`config.mk`:
```
export PLATFORM = sky130hd
export DESIGN_NAME = kst_ctrl
export DESIGN_NICKNAME = d
export VERILOG_FILES = /design/src/sv/kst_pkg.sv /design/src/sv/kst_ctrl.sv
export SDC_FILE = /design/constraint.sdc
export NUM_CORES = 1
export LEC_CHECK = 0
export BUFFER_PORTS_ARGS = -buffer_cell sky130_fd_sc_hd__buf_2
export CAP_MARGIN = 20
export CORE_AREA = 2 2 39 41
export CTS_CLUSTER_DIAMETER = 80
export DETAILED_ROUTE_END_ITERATION = 6
export DIE_AREA = 0 0 41 43
export PLACE_DENSITY = 0.41
export SLEW_MARGIN = 40
export SYNTH_ARGS = -nofsm -noshare
export SYNTH_HDL_FRONTEND = slang
export SYNTH_SLANG_ARGS = --single-unit
```
`constraint.sdc`:
```
create_clock -name clk -period 1.7 [get_ports clk]
set_input_delay 0.255 -clock clk [delete_from_list [all_inputs] [get_ports clk]]
set_output_delay 0.255 -clock clk [all_outputs]
set_load 0.02 [all_outputs]
```
`src/sv/kst_pkg.sv`:
```
// shared types and codes for the keyed slot table
`timescale 1ns / 1ps
`default_nettype none
package kst_pkg;

  localparam int ID_W     = 32;
  localparam int ATTR_W   = 32;
  localparam int HANDLE_W = 64;
  localparam int CMD_W    = 2;
  localparam int STAT_W   = 2;
  localparam int IDX_W    = 6;
  localparam int CFG_W    = 7;

  localparam logic [CMD_W-1:0] CMD_ADD    = 2'd0;
  localparam logic [CMD_W-1:0] CMD_MODIFY = 2'd1;
  localparam logic [CMD_W-1:0] CMD_DELETE = 2'd2;
  localparam logic [CMD_W-1:0] CMD_LOOKUP = 2'd3;

  localparam logic [STAT_W-1:0] ST_OK         = 2'd0;
  localparam logic [STAT_W-1:0] ST_BAD_HANDLE = 2'd1;
  localparam logic [STAT_W-1:0] ST_NOT_FOUND  = 2'd2;

  typedef struct packed {
    logic [ID_W-1:0]     id;
    logic [ATTR_W-1:0]   attr;
    logic [HANDLE_W-1:0] handle;
  } slot_entry_t;

  // commands from the controller to the datapath
  typedef struct packed {
    logic              load;
    logic              clear;
    logic              scan;
    logic              commit;
    logic              report;
    logic [STAT_W-1:0] status;
  } kst_cmd_t;

  // status from the datapath to the controller
  typedef struct packed {
    logic bad_handle;
    logic hit;
    logic miss;
    logic clear_last;
  } kst_stat_t;

endpackage
`default_nettype wire

```
`src/sv/kst_ctrl.sv`:
```
// controller state machine for the keyed slot table
`timescale 1ns / 1ps
`default_nettype none
module kst_ctrl
  import kst_pkg::*;
(
  input  wire logic      clk,
  input  wire logic      rst_n,
  input  wire logic      start,
  output logic           busy,
  input  wire kst_stat_t dp_stat,
  output kst_cmd_t       dp_cmd
);

  localparam logic [1:0] S_CLEAR = 2'd0;
  localparam logic [1:0] S_IDLE  = 2'd1;
  localparam logic [1:0] S_SCAN  = 2'd2;

  logic [1:0] state_r;
  logic [1:0] state_nxt;

  always_ff @(posedge clk) begin
    if (!rst_n) begin
      state_r <= S_CLEAR;
    end else begin
      state_r <= state_nxt;
    end
  end

  always_comb begin
    state_nxt = state_r;
    dp_cmd    = '0;
    unique case (state_r)
      S_CLEAR: begin
        dp_cmd.clear = 1'b1;
        if (dp_stat.clear_last) begin
          state_nxt = S_IDLE;
        end
      end
      S_IDLE: begin
        if (start) begin
          if (dp_stat.bad_handle) begin
            // add with a zero handle is answered at once
            dp_cmd.report = 1'b1;
            dp_cmd.status = ST_BAD_HANDLE;
          end else begin
            dp_cmd.load = 1'b1;
            state_nxt   = S_SCAN;
          end
        end
      end
      S_SCAN: begin
        dp_cmd.scan = 1'b1;
        if (dp_stat.hit) begin
          dp_cmd.commit = 1'b1;
          dp_cmd.report = 1'b1;
          dp_cmd.status = ST_OK;
          state_nxt     = S_IDLE;
        end else if (dp_stat.miss) begin
          dp_cmd.report = 1'b1;
          dp_cmd.status = ST_NOT_FOUND;
          state_nxt     = S_IDLE;
        end
      end
      default: begin
        state_nxt = S_IDLE;
      end
    endcase
  end

  assign busy = (state_r != S_IDLE);

endmodule
`default_nettype wire

```
==> results.json, run 1 <==
{
  "via_per_inst": 3.92,
  "netlist_area_um2": 233,
  "grt_max_degree": 5,
  "n_fill_cell": 158,
  "timing.rr.end": "state_r[0]$_SDFFE_PN0P_",
  "largest_registers": "state_r: 2 flops",
  "worstPathRequired_ns": 1.44,
  "r2r_cells": 5,
  "grt_pass1_wl_um": 752,
  "hold_violations": 0,
  "p_int_w": 0.000276,
  "outcome": "finished clean",
  "arrival_ns": 1.35,
  "syn_inst": 28,
  "path_clk_slew_ns": 0.03,
  "skew_ns": 0.000903,
  "dieArea_um2": 1760,
  "cp-end-kind": "primary output",
  "synth_ff_type": "dfxtp_1",
  "grtUsageTotal_pct": 6.61,
  "seq_area_frac_synth_pct": 17.2,
  "cp_max_fo": 4,
  "port_buffers": 14,
  "power_w": 0.000514,
  "antenna_found_initial": 0,
  "drt_iter0_drc": 0,
  "p_per_area_nw_per_um2": 1480,
  "yosys.cell_types.count": 13,
  "start_kind": "register",
  "cap_violations": 0,
  "coreArea_um2": 1380,
  "pwr-share-comb_pct": 61.7,
  "ir_drop_mv": 0.500,
  "worstSetupPathType": "reg -> out",
  "synthMostInstantiatedCell": "nand2_1",
  "die_w_um": 41,
  "synth.largest_area_cell": "ha_1",
  "largest-register": "state_r",
  "vias": 239,
  "drc": 0,
  "cts_root_buf": "clkbuf_4",
  "syn_nets": 40,
  "cts_tree": "built",
  "yosys_warnings": 0,
  "std_cell_rows": 14,
  "place_hpwl_um": 446,
  "p_sw_w": 0.000238,
  "first_pass_iters": 1,
  "die_y_um": 43,
  "synth_top_area_share_pct": 26.9,
  "post-cts-setup-buffers": 0,
  "rsz0062_at_grt": "no",
  "p_leak_nw": 0.189,
  "synth_common_cells": "nand2_1 (6), ha_1 (5), inv_1 (4)",
  "first_global_vias": 207,
  "r2r-start": "state_r[0]$_SDFFE_PN0P_",
  "crit_end": "dp_cmd[2]",
  "period_share_pct": 94.5,
  "wl_um": 517,
  "synth-edff-count": 0,
  "largest_reg_flops": 2,
  "ctsLongestPathBuffers": 2,
  "ff2ff_setup_slack_ns": 0.36,
  "synth_seq_cells": 2,
  "gp_congestion": 0.696,
  "fmax_mhz": 622,
  "switching_share_pct": 46.3,
  "clock-sinks": 2,
  "cts_max_level": 1,
  "crit_start": "state_r[0]$_SDFFE_PN0P_",
  "overflow": 0,
  "yosys-top-cells-area": "ha_1 (27%), dfxtp_1 (17%), nand2_1 (9.7%), mux2i_1 (8.6%), a221oi_2 (6.5%)",
  "initial_utilization_pct": 16.8,
  "cts_buffers": 3,
  "syn_to_final_growth_pct": 49.5,
  "setup_viol": 0,
  "drv_slew": 0,
  "avgRoutedWirePerCell_um": 8.48,
  "insertion_delay_ns": 0.22,
  "relSlewSlack_pct": 80.1,
  "pwr-share-seq_pct": 18.1,
  "fin_tns_setup_ns": 0,
  "clkPwrFrac_pct": 20.2,
  "detail-route-antenna-nets": 0,
  "layout_min_cycle_time_ns": 1.61,
  "worst_pin_slew_ns": 0.299,
  "antennaDiodeCount": 0,
  "hp-class": "in -> reg",
  "fin_nets": 59,
  "drive_above_1_share_pct": 46.7,
  "avgSynthCellArea_um2": 8.31,
  "ys_async_sr_fraction_pct": 0,
  "pin_count": 15,
  "timing.hold.ws_ns": 0.312
}
[per-layer routing]
| metal | GRT usage (%) | share of wire [%] | wire (um) | vias to the layer above |
|---|---|---|---|---|
| met4 | 6.00 | 0 | 0 | 0 |
| met3 | 3.14 | 6.8 | 35 | 0 |
| met5 | 0 | 0 | 0 | - |
| met2 | 9.69 | 50 | 259 | 8 |
| li1 | - | - | - | 127 |
| met1 | 6.39 | 43 | 222 | 104 |
[worst min path at each step]
stage	startpoint	endpoint	slack (ns)	depth (start not counted)
final	rst_n	state_r[1]$_SDFFE_PN0P_	0.31	3
after detailed placement	state_r[0]$_SDFFE_PN0P_	state_r[0]$_SDFFE_PN0P_	0.50	2
after global placement	state_r[0]$_SDFFE_PN0P_	state_r[0]$_SDFFE_PN0P_	0.51	2
after global routing	rst_n	state_r[0]$_SDFFE_PN0P_	0.33	3
after CTS	rst_n	state_r[1]$_SDFFE_PN0P_	0.32	3
after floorplan	rst_n	state_r[1]$_SDFFE_PN0P_	0.40	2
[layout by cell type, fill, tap and decap left out]
cell,instances
a221oi_2,1
and2_1,1
and4b_1,1
buf_2,14
clkbuf_4,3
dfxtp_2,2
ha_1,5
inv_1,4
mux2i_1,2
nand2_1,6
nand2b_4,1
nor2_1,2
nor3b_1,1
o211ai_1,1
o21ai_0,1
[final cells by class]
| class | instances | area (um^2) | share of cell area, % |
|---|---|---|---|
| multi-input combinational | 22 | 178 | 51.1 |
| clock buffer | 3 | 22.5 | 6.47 |
| inverter | 4 | 15.0 | 4.32 |
| tap | 16 | 20.0 | 5.76 |
| sequential | 2 | 42.5 | 12.2 |
| timing repair buffer | 14 | 70.1 | 20.1 |
[logic make-up (layout without fill, tap and decap cells)]
logic type / count (synthesis) / count (layout) / share of synthesized area, %
AOI/OAI and AO/OA: 3 / 3 / 11.8
adders and majority gates: 5 / 5 / 26.9
buffers and inverters: 4 / 21 / 6.45
DFF: 2 / 2 / 17.2
muxes: 2 / 2 / 8.60
and+or+nand+nor: 12 / 12 / 29.0
[power groups by stage]
stage / Clock, W / Combinational [W] / Sequential (W)
after floorplan: 0 / 0.000238 / 0.0000840
after global placement: 0 / 0.000326 / 0.0000876
after detailed placement: 0 / 0.000322 / 0.0000890
after CTS: 0.000111 / 0.000324 / 0.0000886
after global routing: 0.000113 / 0.000351 / 0.0000956
final: 0.000104 / 0.000317 / 0.0000930
[timing repair]
action                     CTS  global route
setup endpoints to repair    0             1
hold buffers                 0             0
resized for setup            0             2
[worst max-delay path, stage by stage, from the launching register on]
cell	delay [ns]
dfxtp_2	0.34
inv_1	0.08
ha_1	0.32
nand2_1	0.07
o21ai_0	0.14
buf_2	0.18
[through the flow]
step	cell area (um^2)	utilization, %	setup WS (ns)	instances
floorplan	233	-	0.181	28
global placement	323	23.3	0.282	58
detailed placement	323	23.3	0.273	58
CTS	345	25.0	0.0284	61
global route	348	25.1	0.0217	61
finish	348	25.1	0.0928	61
(Power assumes the default switching activity.)
==> run 2, diff against run 1 <==
MAX_ROUTING_LAYER = met4   (was not set)
PLACE_DENSITY = not set   (was 0.41)
==> results.json, run 2 (same netlist as run 1, synthesis figures left out) <==
{
  "outcome": "finished clean",
  "crit_chain": "inv_1 -> ha_2 -> nand2_1 -> o21ai_0 -> buf_2",
  "relSlewSlack_pct": 80.4,
  "dieArea_um2": 1760,
  "p_sw_w": 0.000246,
  "start_kind": "register",
  "pwr-share-seq_pct": 17.5,
  "worst_pin_slew_ns": 0.294,
  "cts_resized": 0,
  "gp_congestion": 0.669,
  "avgRoutedWirePerCell_um": 8.52,
  "pin_count": 15,
  "drt_iter0_drc": 3,
  "coreArea_um2": 1380,
  "skew_ns": 0.00337,
  "detail-route-antenna-nets": 0,
  "switching_share_pct": 45.4,
  "place_hpwl_um": 432,
  "cts_buffers": 3,
  "insertion_delay_ns": 0.22,
  "largest_registers": "state_r: 2 flops",
  "fin_nets": 59,
  "die_w_um": 41,
  "drive_above_1_share_pct": 51.1,
  "p_per_area_nw_per_um2": 1490,
  "cp_max_fo": 4,
  "std_cell_rows": 14,
  "cpPeakStageDelay_ns": 0.33,
  "worstPathRequired_ns": 1.44,
  "die_y_um": 43,
  "antennaDiodeCount": 0,
  "fmax_mhz": 637,
  "hold_buffers": 0,
  "syn_to_final_growth_pct": 55.9,
  "cts_max_level": 1,
  "cp_top_family": "flip-flops",
  "place_ws_ns": 0.288,
  "p_int_w": 0.000296,
  "layout_setup_ws_ns": 0.130,
  "cts_tree": "built",
  "p_leak_nw": 0.189,
  "grt_pass1_wl_um": 890,
  "clock-sinks": 2,
  "grt_max_degree": 5,
  "first_pass_iters": 3,
  "worstSetupPathType": "reg -> out",
  "overflow": 0,
  "timing.hold.ws_ns": 0.317,
  "first_global_vias": 246,
  "layout_min_cycle_time_ns": 1.57,
  "vias": 242,
  "antenna_found_initial": 0,
  "path_buf_inv": 2,
  "cts_root_buf": "clkbuf_4",
  "grtUsageTotal_pct": 7.90,
  "pwr-share-comb_pct": 63.0,
  "drv_slew": 0,
  "wl_um": 520,
  "largest-register": "state_r",
  "largest_reg_flops": 2,
  "port_buffers": 14,
  "drc": 0,
  "period_share_pct": 92.3,
  "mostFrequentLayoutCells": "buf_2 (14), nand2_1 (6), inv_1 (4)",
  "arrival_ns": 1.31,
  "post-cts-setup-buffers": 0,
  "clkPwrFrac_pct": 19.4,
  "initial_utilization_pct": 16.8,
  "cpMaxStageDelayCell": "dfxtp_2",
  "via_per_inst": 3.97,
  "ir_drop_mv": 0.593,
  "cap_violations": 0,
  "path_clk_slew_ns": 0.03,
  "hold_violations": 0,
  "hp-class": "in -> reg",
  "final_common_cell": "buf_2",
  "setup_viol": 0,
  "cp-end-kind": "primary output",
  "ctsLongestPathBuffers": 2
}
## run 2: stage by stage
step	total power, W	utilization, %	cell area (um^2)	TNS, ns	std cells
finish	0.000542	26.2	363	0	61
global placement	0.000400	23.3	323	0	58
detailed placement	0.000407	23.3	323	0	58
global route	0.000609	26.2	363	-0.00551	61
floorplan	0.000322	-	233	0	28
CTS	0.000521	25.0	345	0	61
## run 2: layout make-up
cell class                 instances  area (um^2)
timing repair buffer              14         70.1
multi-input combinational         22          193
clock buffer                       3         22.5
tap                               16         20.0
fill                             157         1020
sequential                         2         42.5
inverter                           4         15.0
## run 2: final timing paths
kind	from	end	slack (ns)	cells past startpoint
hold / removal	rst_n	state_r[1]$_SDFFE_PN0P_	0.32	3
hold reg to reg	state_r[0]$_SDFFE_PN0P_	state_r[0]$_SDFFE_PN0P_	0.49	2
setup reg to reg	state_r[0]$_SDFFE_PN0P_	state_r[1]$_SDFFE_PN0P_	0.31	5
setup / recovery	state_r[1]$_SDFFE_PN0P_	dp_cmd[2]	0.13	5
## run 2: metal layers
layer  wire length, um  track usage [%]  vias up
met4                 0             6.00        0
li1                  -                -      128
met5                 0                -        -
met1               215             7.01      105
met3                47             4.71        0
met2               257             11.6        9
## run 2: tightest hold or removal path: stages
cell     delay (ns)
buf_2          0.12
nand2_1        0.06
mux2i_1        0.06
## run 2: power by group through the flow
| stage | clock, W | combinational [W] | sequential [W] |
|---|---|---|---|
| floorplan | 0 | 0.000238 | 0.0000840 |
| global placement | 0 | 0.000312 | 0.0000878 |
| detailed placement | 0 | 0.000317 | 0.0000898 |
| CTS | 0.000113 | 0.000318 | 0.0000894 |
| global route | 0.000119 | 0.000391 | 0.0000995 |
| finish | 0.000105 | 0.000341 | 0.0000950 |
==> run 3, diff against run 2 <==
ABC_AREA = 1   (was not set)
SLEW_MARGIN = 20   (was 40)
==> results.json, run 3 <==
{
  "outcome": "finished clean",
  "synth_top_area_share_pct": 25.6,
  "cp_max_fo": 4,
  "via_per_inst": 3.76,
  "setup_viol": 0,
  "worstSetupPathType": "reg -> out",
  "n_fill_cell": 165,
  "drc": 0,
  "avgSynthCellArea_um2": 6.26,
  "worst_pin_slew_ns": 0.146,
  "hp-class": "in -> reg",
  "fin_tns_setup_ns": 0,
  "p_leak_nw": 0.225,
  "p_sw_w": 0.000318,
  "ff_latch_area_um2": 40.0,
  "synth-edff-count": 0,
  "pwr-share-comb_pct": 68.3,
  "overflow": 0,
  "switching_share_pct": 51.5,
  "antennaDiodeCount": 0,
  "wl_um": 497,
  "port_buffers": 14,
  "ir_drop_mv": 0.371,
  "drive_above_1_share_pct": 37.5,
  "layout_min_cycle_time_ns": 1.58,
  "grt_pass1_wl_um": 745,
  "drt_iter0_drc": 3,
  "largest_reg_flops": 2,
  "initial_utilization_pct": 17.6,
  "netlist_area_um2": 244,
  "yosys.cell_types.count": 12,
  "p_int_w": 0.000300,
  "post-cts-setup-buffers": 0,
  "worstPathRequired_ns": 1.44,
  "coreArea_um2": 1380,
  "period_share_pct": 93.0,
  "yosys_warnings": 0,
  "ctsLongestPathBuffers": 2,
  "avgRoutedWirePerCell_um": 6.90,
  "clkPwrFrac_pct": 16.8,
  "synthMostInstantiatedCell": "inv_1",
  "multi_input_area_um2": 166,
  "pin_count": 15,
  "seq_area_frac_synth_pct": 16.4,
  "dieArea_um2": 1760,
  "synth_common_cells": "inv_1 (10), nand2_1 (8), ha_1 (5), nor2_1 (5)",
  "place_hpwl_um": 441,
  "vias": 271,
  "grt_max_degree": 5,
  "start_kind": "register",
  "rsz0062_at_grt": "no",
  "p_per_area_nw_per_um2": 1730,
  "std_cell_rows": 14,
  "insertion_delay_ns": 0.22,
  "cpMaxStageDelayCell": "dfxtp_1",
  "cp-end-kind": "primary output",
  "die_w_um": 41,
  "skew_ns": 0.00196,
  "clock-sinks": 2,
  "crit_chain": "inv_2 -> ha_1 -> inv_1 -> nor3_1 -> buf_2",
  "synth_seq_cells": 2,
  "pwr-share-seq_pct": 14.9,
  "power_w": 0.000618,
  "cts_max_level": 1,
  "syn_nets": 51,
  "yosys-top-cells-area": "ha_1 (26%), dfxtp_1 (16%), inv_1 (15%), nand2_1 (12%), nor2_1 (7.7%)",
  "gp_congestion": 0.634,
  "fmax_mhz": 632,
  "path_clk_slew_ns": 0.03,
  "syn_inst": 39,
  "largest-register": "state_r",
  "drv_slew": 0,
  "hold_violations": 0,
  "syn_to_final_growth_pct": 46.2,
  "relSlewSlack_pct": 90.2,
  "detail-route-antenna-nets": 0,
  "cts_tree": "built",
  "cap_violations": 0,
  "largest_registers": "state_r: 2 flops",
  "arrival_ns": 1.33,
  "first_global_vias": 218,
  "cts_root_buf": "clkbuf_4",
  "cts_buffers": 3,
  "grtUsageTotal_pct": 7.28,
  "fin_nets": 70,
  "first_pass_iters": 4,
  "cpPeakStageDelay_ns": 0.36,
  "synth.largest_area_cell": "ha_1",
  "ys_async_sr_fraction_pct": 0,
  "antenna_found_initial": 0,
  "die_y_um": 43,
  "final_common_cell": "buf_2",
  "mostFrequentLayoutCells": "buf_2 (14), inv_1 (9), nand2_1 (8)",
  "synth_ff_type": "dfxtp_1",
  "hold_buffers": 0
}
==> run 3: cell types whose count changed after synthesis, moves of 2 or more <==
| cell | change |
|---|---|
| inv_1 | +6 |
| mux2i_1 | -2 |
| nand2_1 | +2 |
| nand2_2 | +2 |
| nand4_1 | +2 |
| nor2_1 | +3 |
==> run 3: cells by family (layout without fill, tap and decap cells) <==
family / Yosys count / in the layout / synth area share (%)
AO/OA/AOI/OAI: 2 / 2 / 4.10
adder cells (fa/ha/maj): 5 / 5 / 25.6
buffers and inverters: 10 / 27 / 15.4
flip-flops: 2 / 2 / 16.4
AND/OR/NAND/NOR: 20 / 20 / 38.5
==> run 3: critical path: cells and delay by family, from the launching register on <==
family,cells,cell delay [ns]
flip-flops,1,0.36
AND/OR/NAND/NOR,1,0.15
buffers and inverters,3,0.31
adder cells (fa/ha/maj),1,0.28
==> run 3: final cells by class <==
class	instances	share of cell area (%)
Clock buffer	3	6.32
Inverter	10	10.5
Multi-Input combinational cell	27	46.7
Sequential cell	2	11.2
Tap cell	16	5.61
Timing Repair Buffer	14	19.6
==> run 3: repair_timing <==
action,4_1_cts,5_1_grt
setup endpoints to repair,0,1
gates resized for setup,0,1
endpoints found under the hold margin,0,0
==> run 3: layer usage <==
metal	track usage, %	vias up	routed length, um
li1	-	154	-
met1	6.05	107	211
met2	9.69	10	226
met3	4.71	0	59
met4	8.00	0	0
met5	-	-	0
==> run 3: per-stage QoR <==
stage	hold slack [ns]	area [um^2]	util (%)	setup slack (ns)	instances
final	0.272	357	25.8	0.118	72
after global routing	0.272	357	25.8	0.00331	72
after CTS	0.261	357	25.8	0.0590	72
after detailed placement	0.502	334	24.1	0.311	69
after global placement	0.489	334	24.1	0.336	69
after floorplan	0.376	244	-	0.174	39
==> run 3: worst paths after layout <==
check	depth (start not counted)	slack (ns)	endpoint	startpoint
min reg2reg	4	0.59	state_r[0]$_SDFFE_PN0P_	state_r[0]$_SDFFE_PN0P_
min	3	0.27	state_r[0]$_SDFFE_PN0P_	rst_n
max	5	0.12	dp_cmd[1]	state_r[0]$_SDFFE_PN0P_
max reg2reg	7	0.62	state_r[1]$_SDFFE_PN0P_	state_r[0]$_SDFFE_PN0P_
==> run 3: power groups by stage <==
stage	registers (W)	clock network [W]	logic, W
floorplan	0.0000883	0	0.000330
global route	0.0000981	0.000117	0.000492
global placement	0.0000908	0	0.000429
finish	0.0000924	0.000104	0.000422
detailed placement	0.0000922	0	0.000428
CTS	0.0000914	0.000111	0.000431
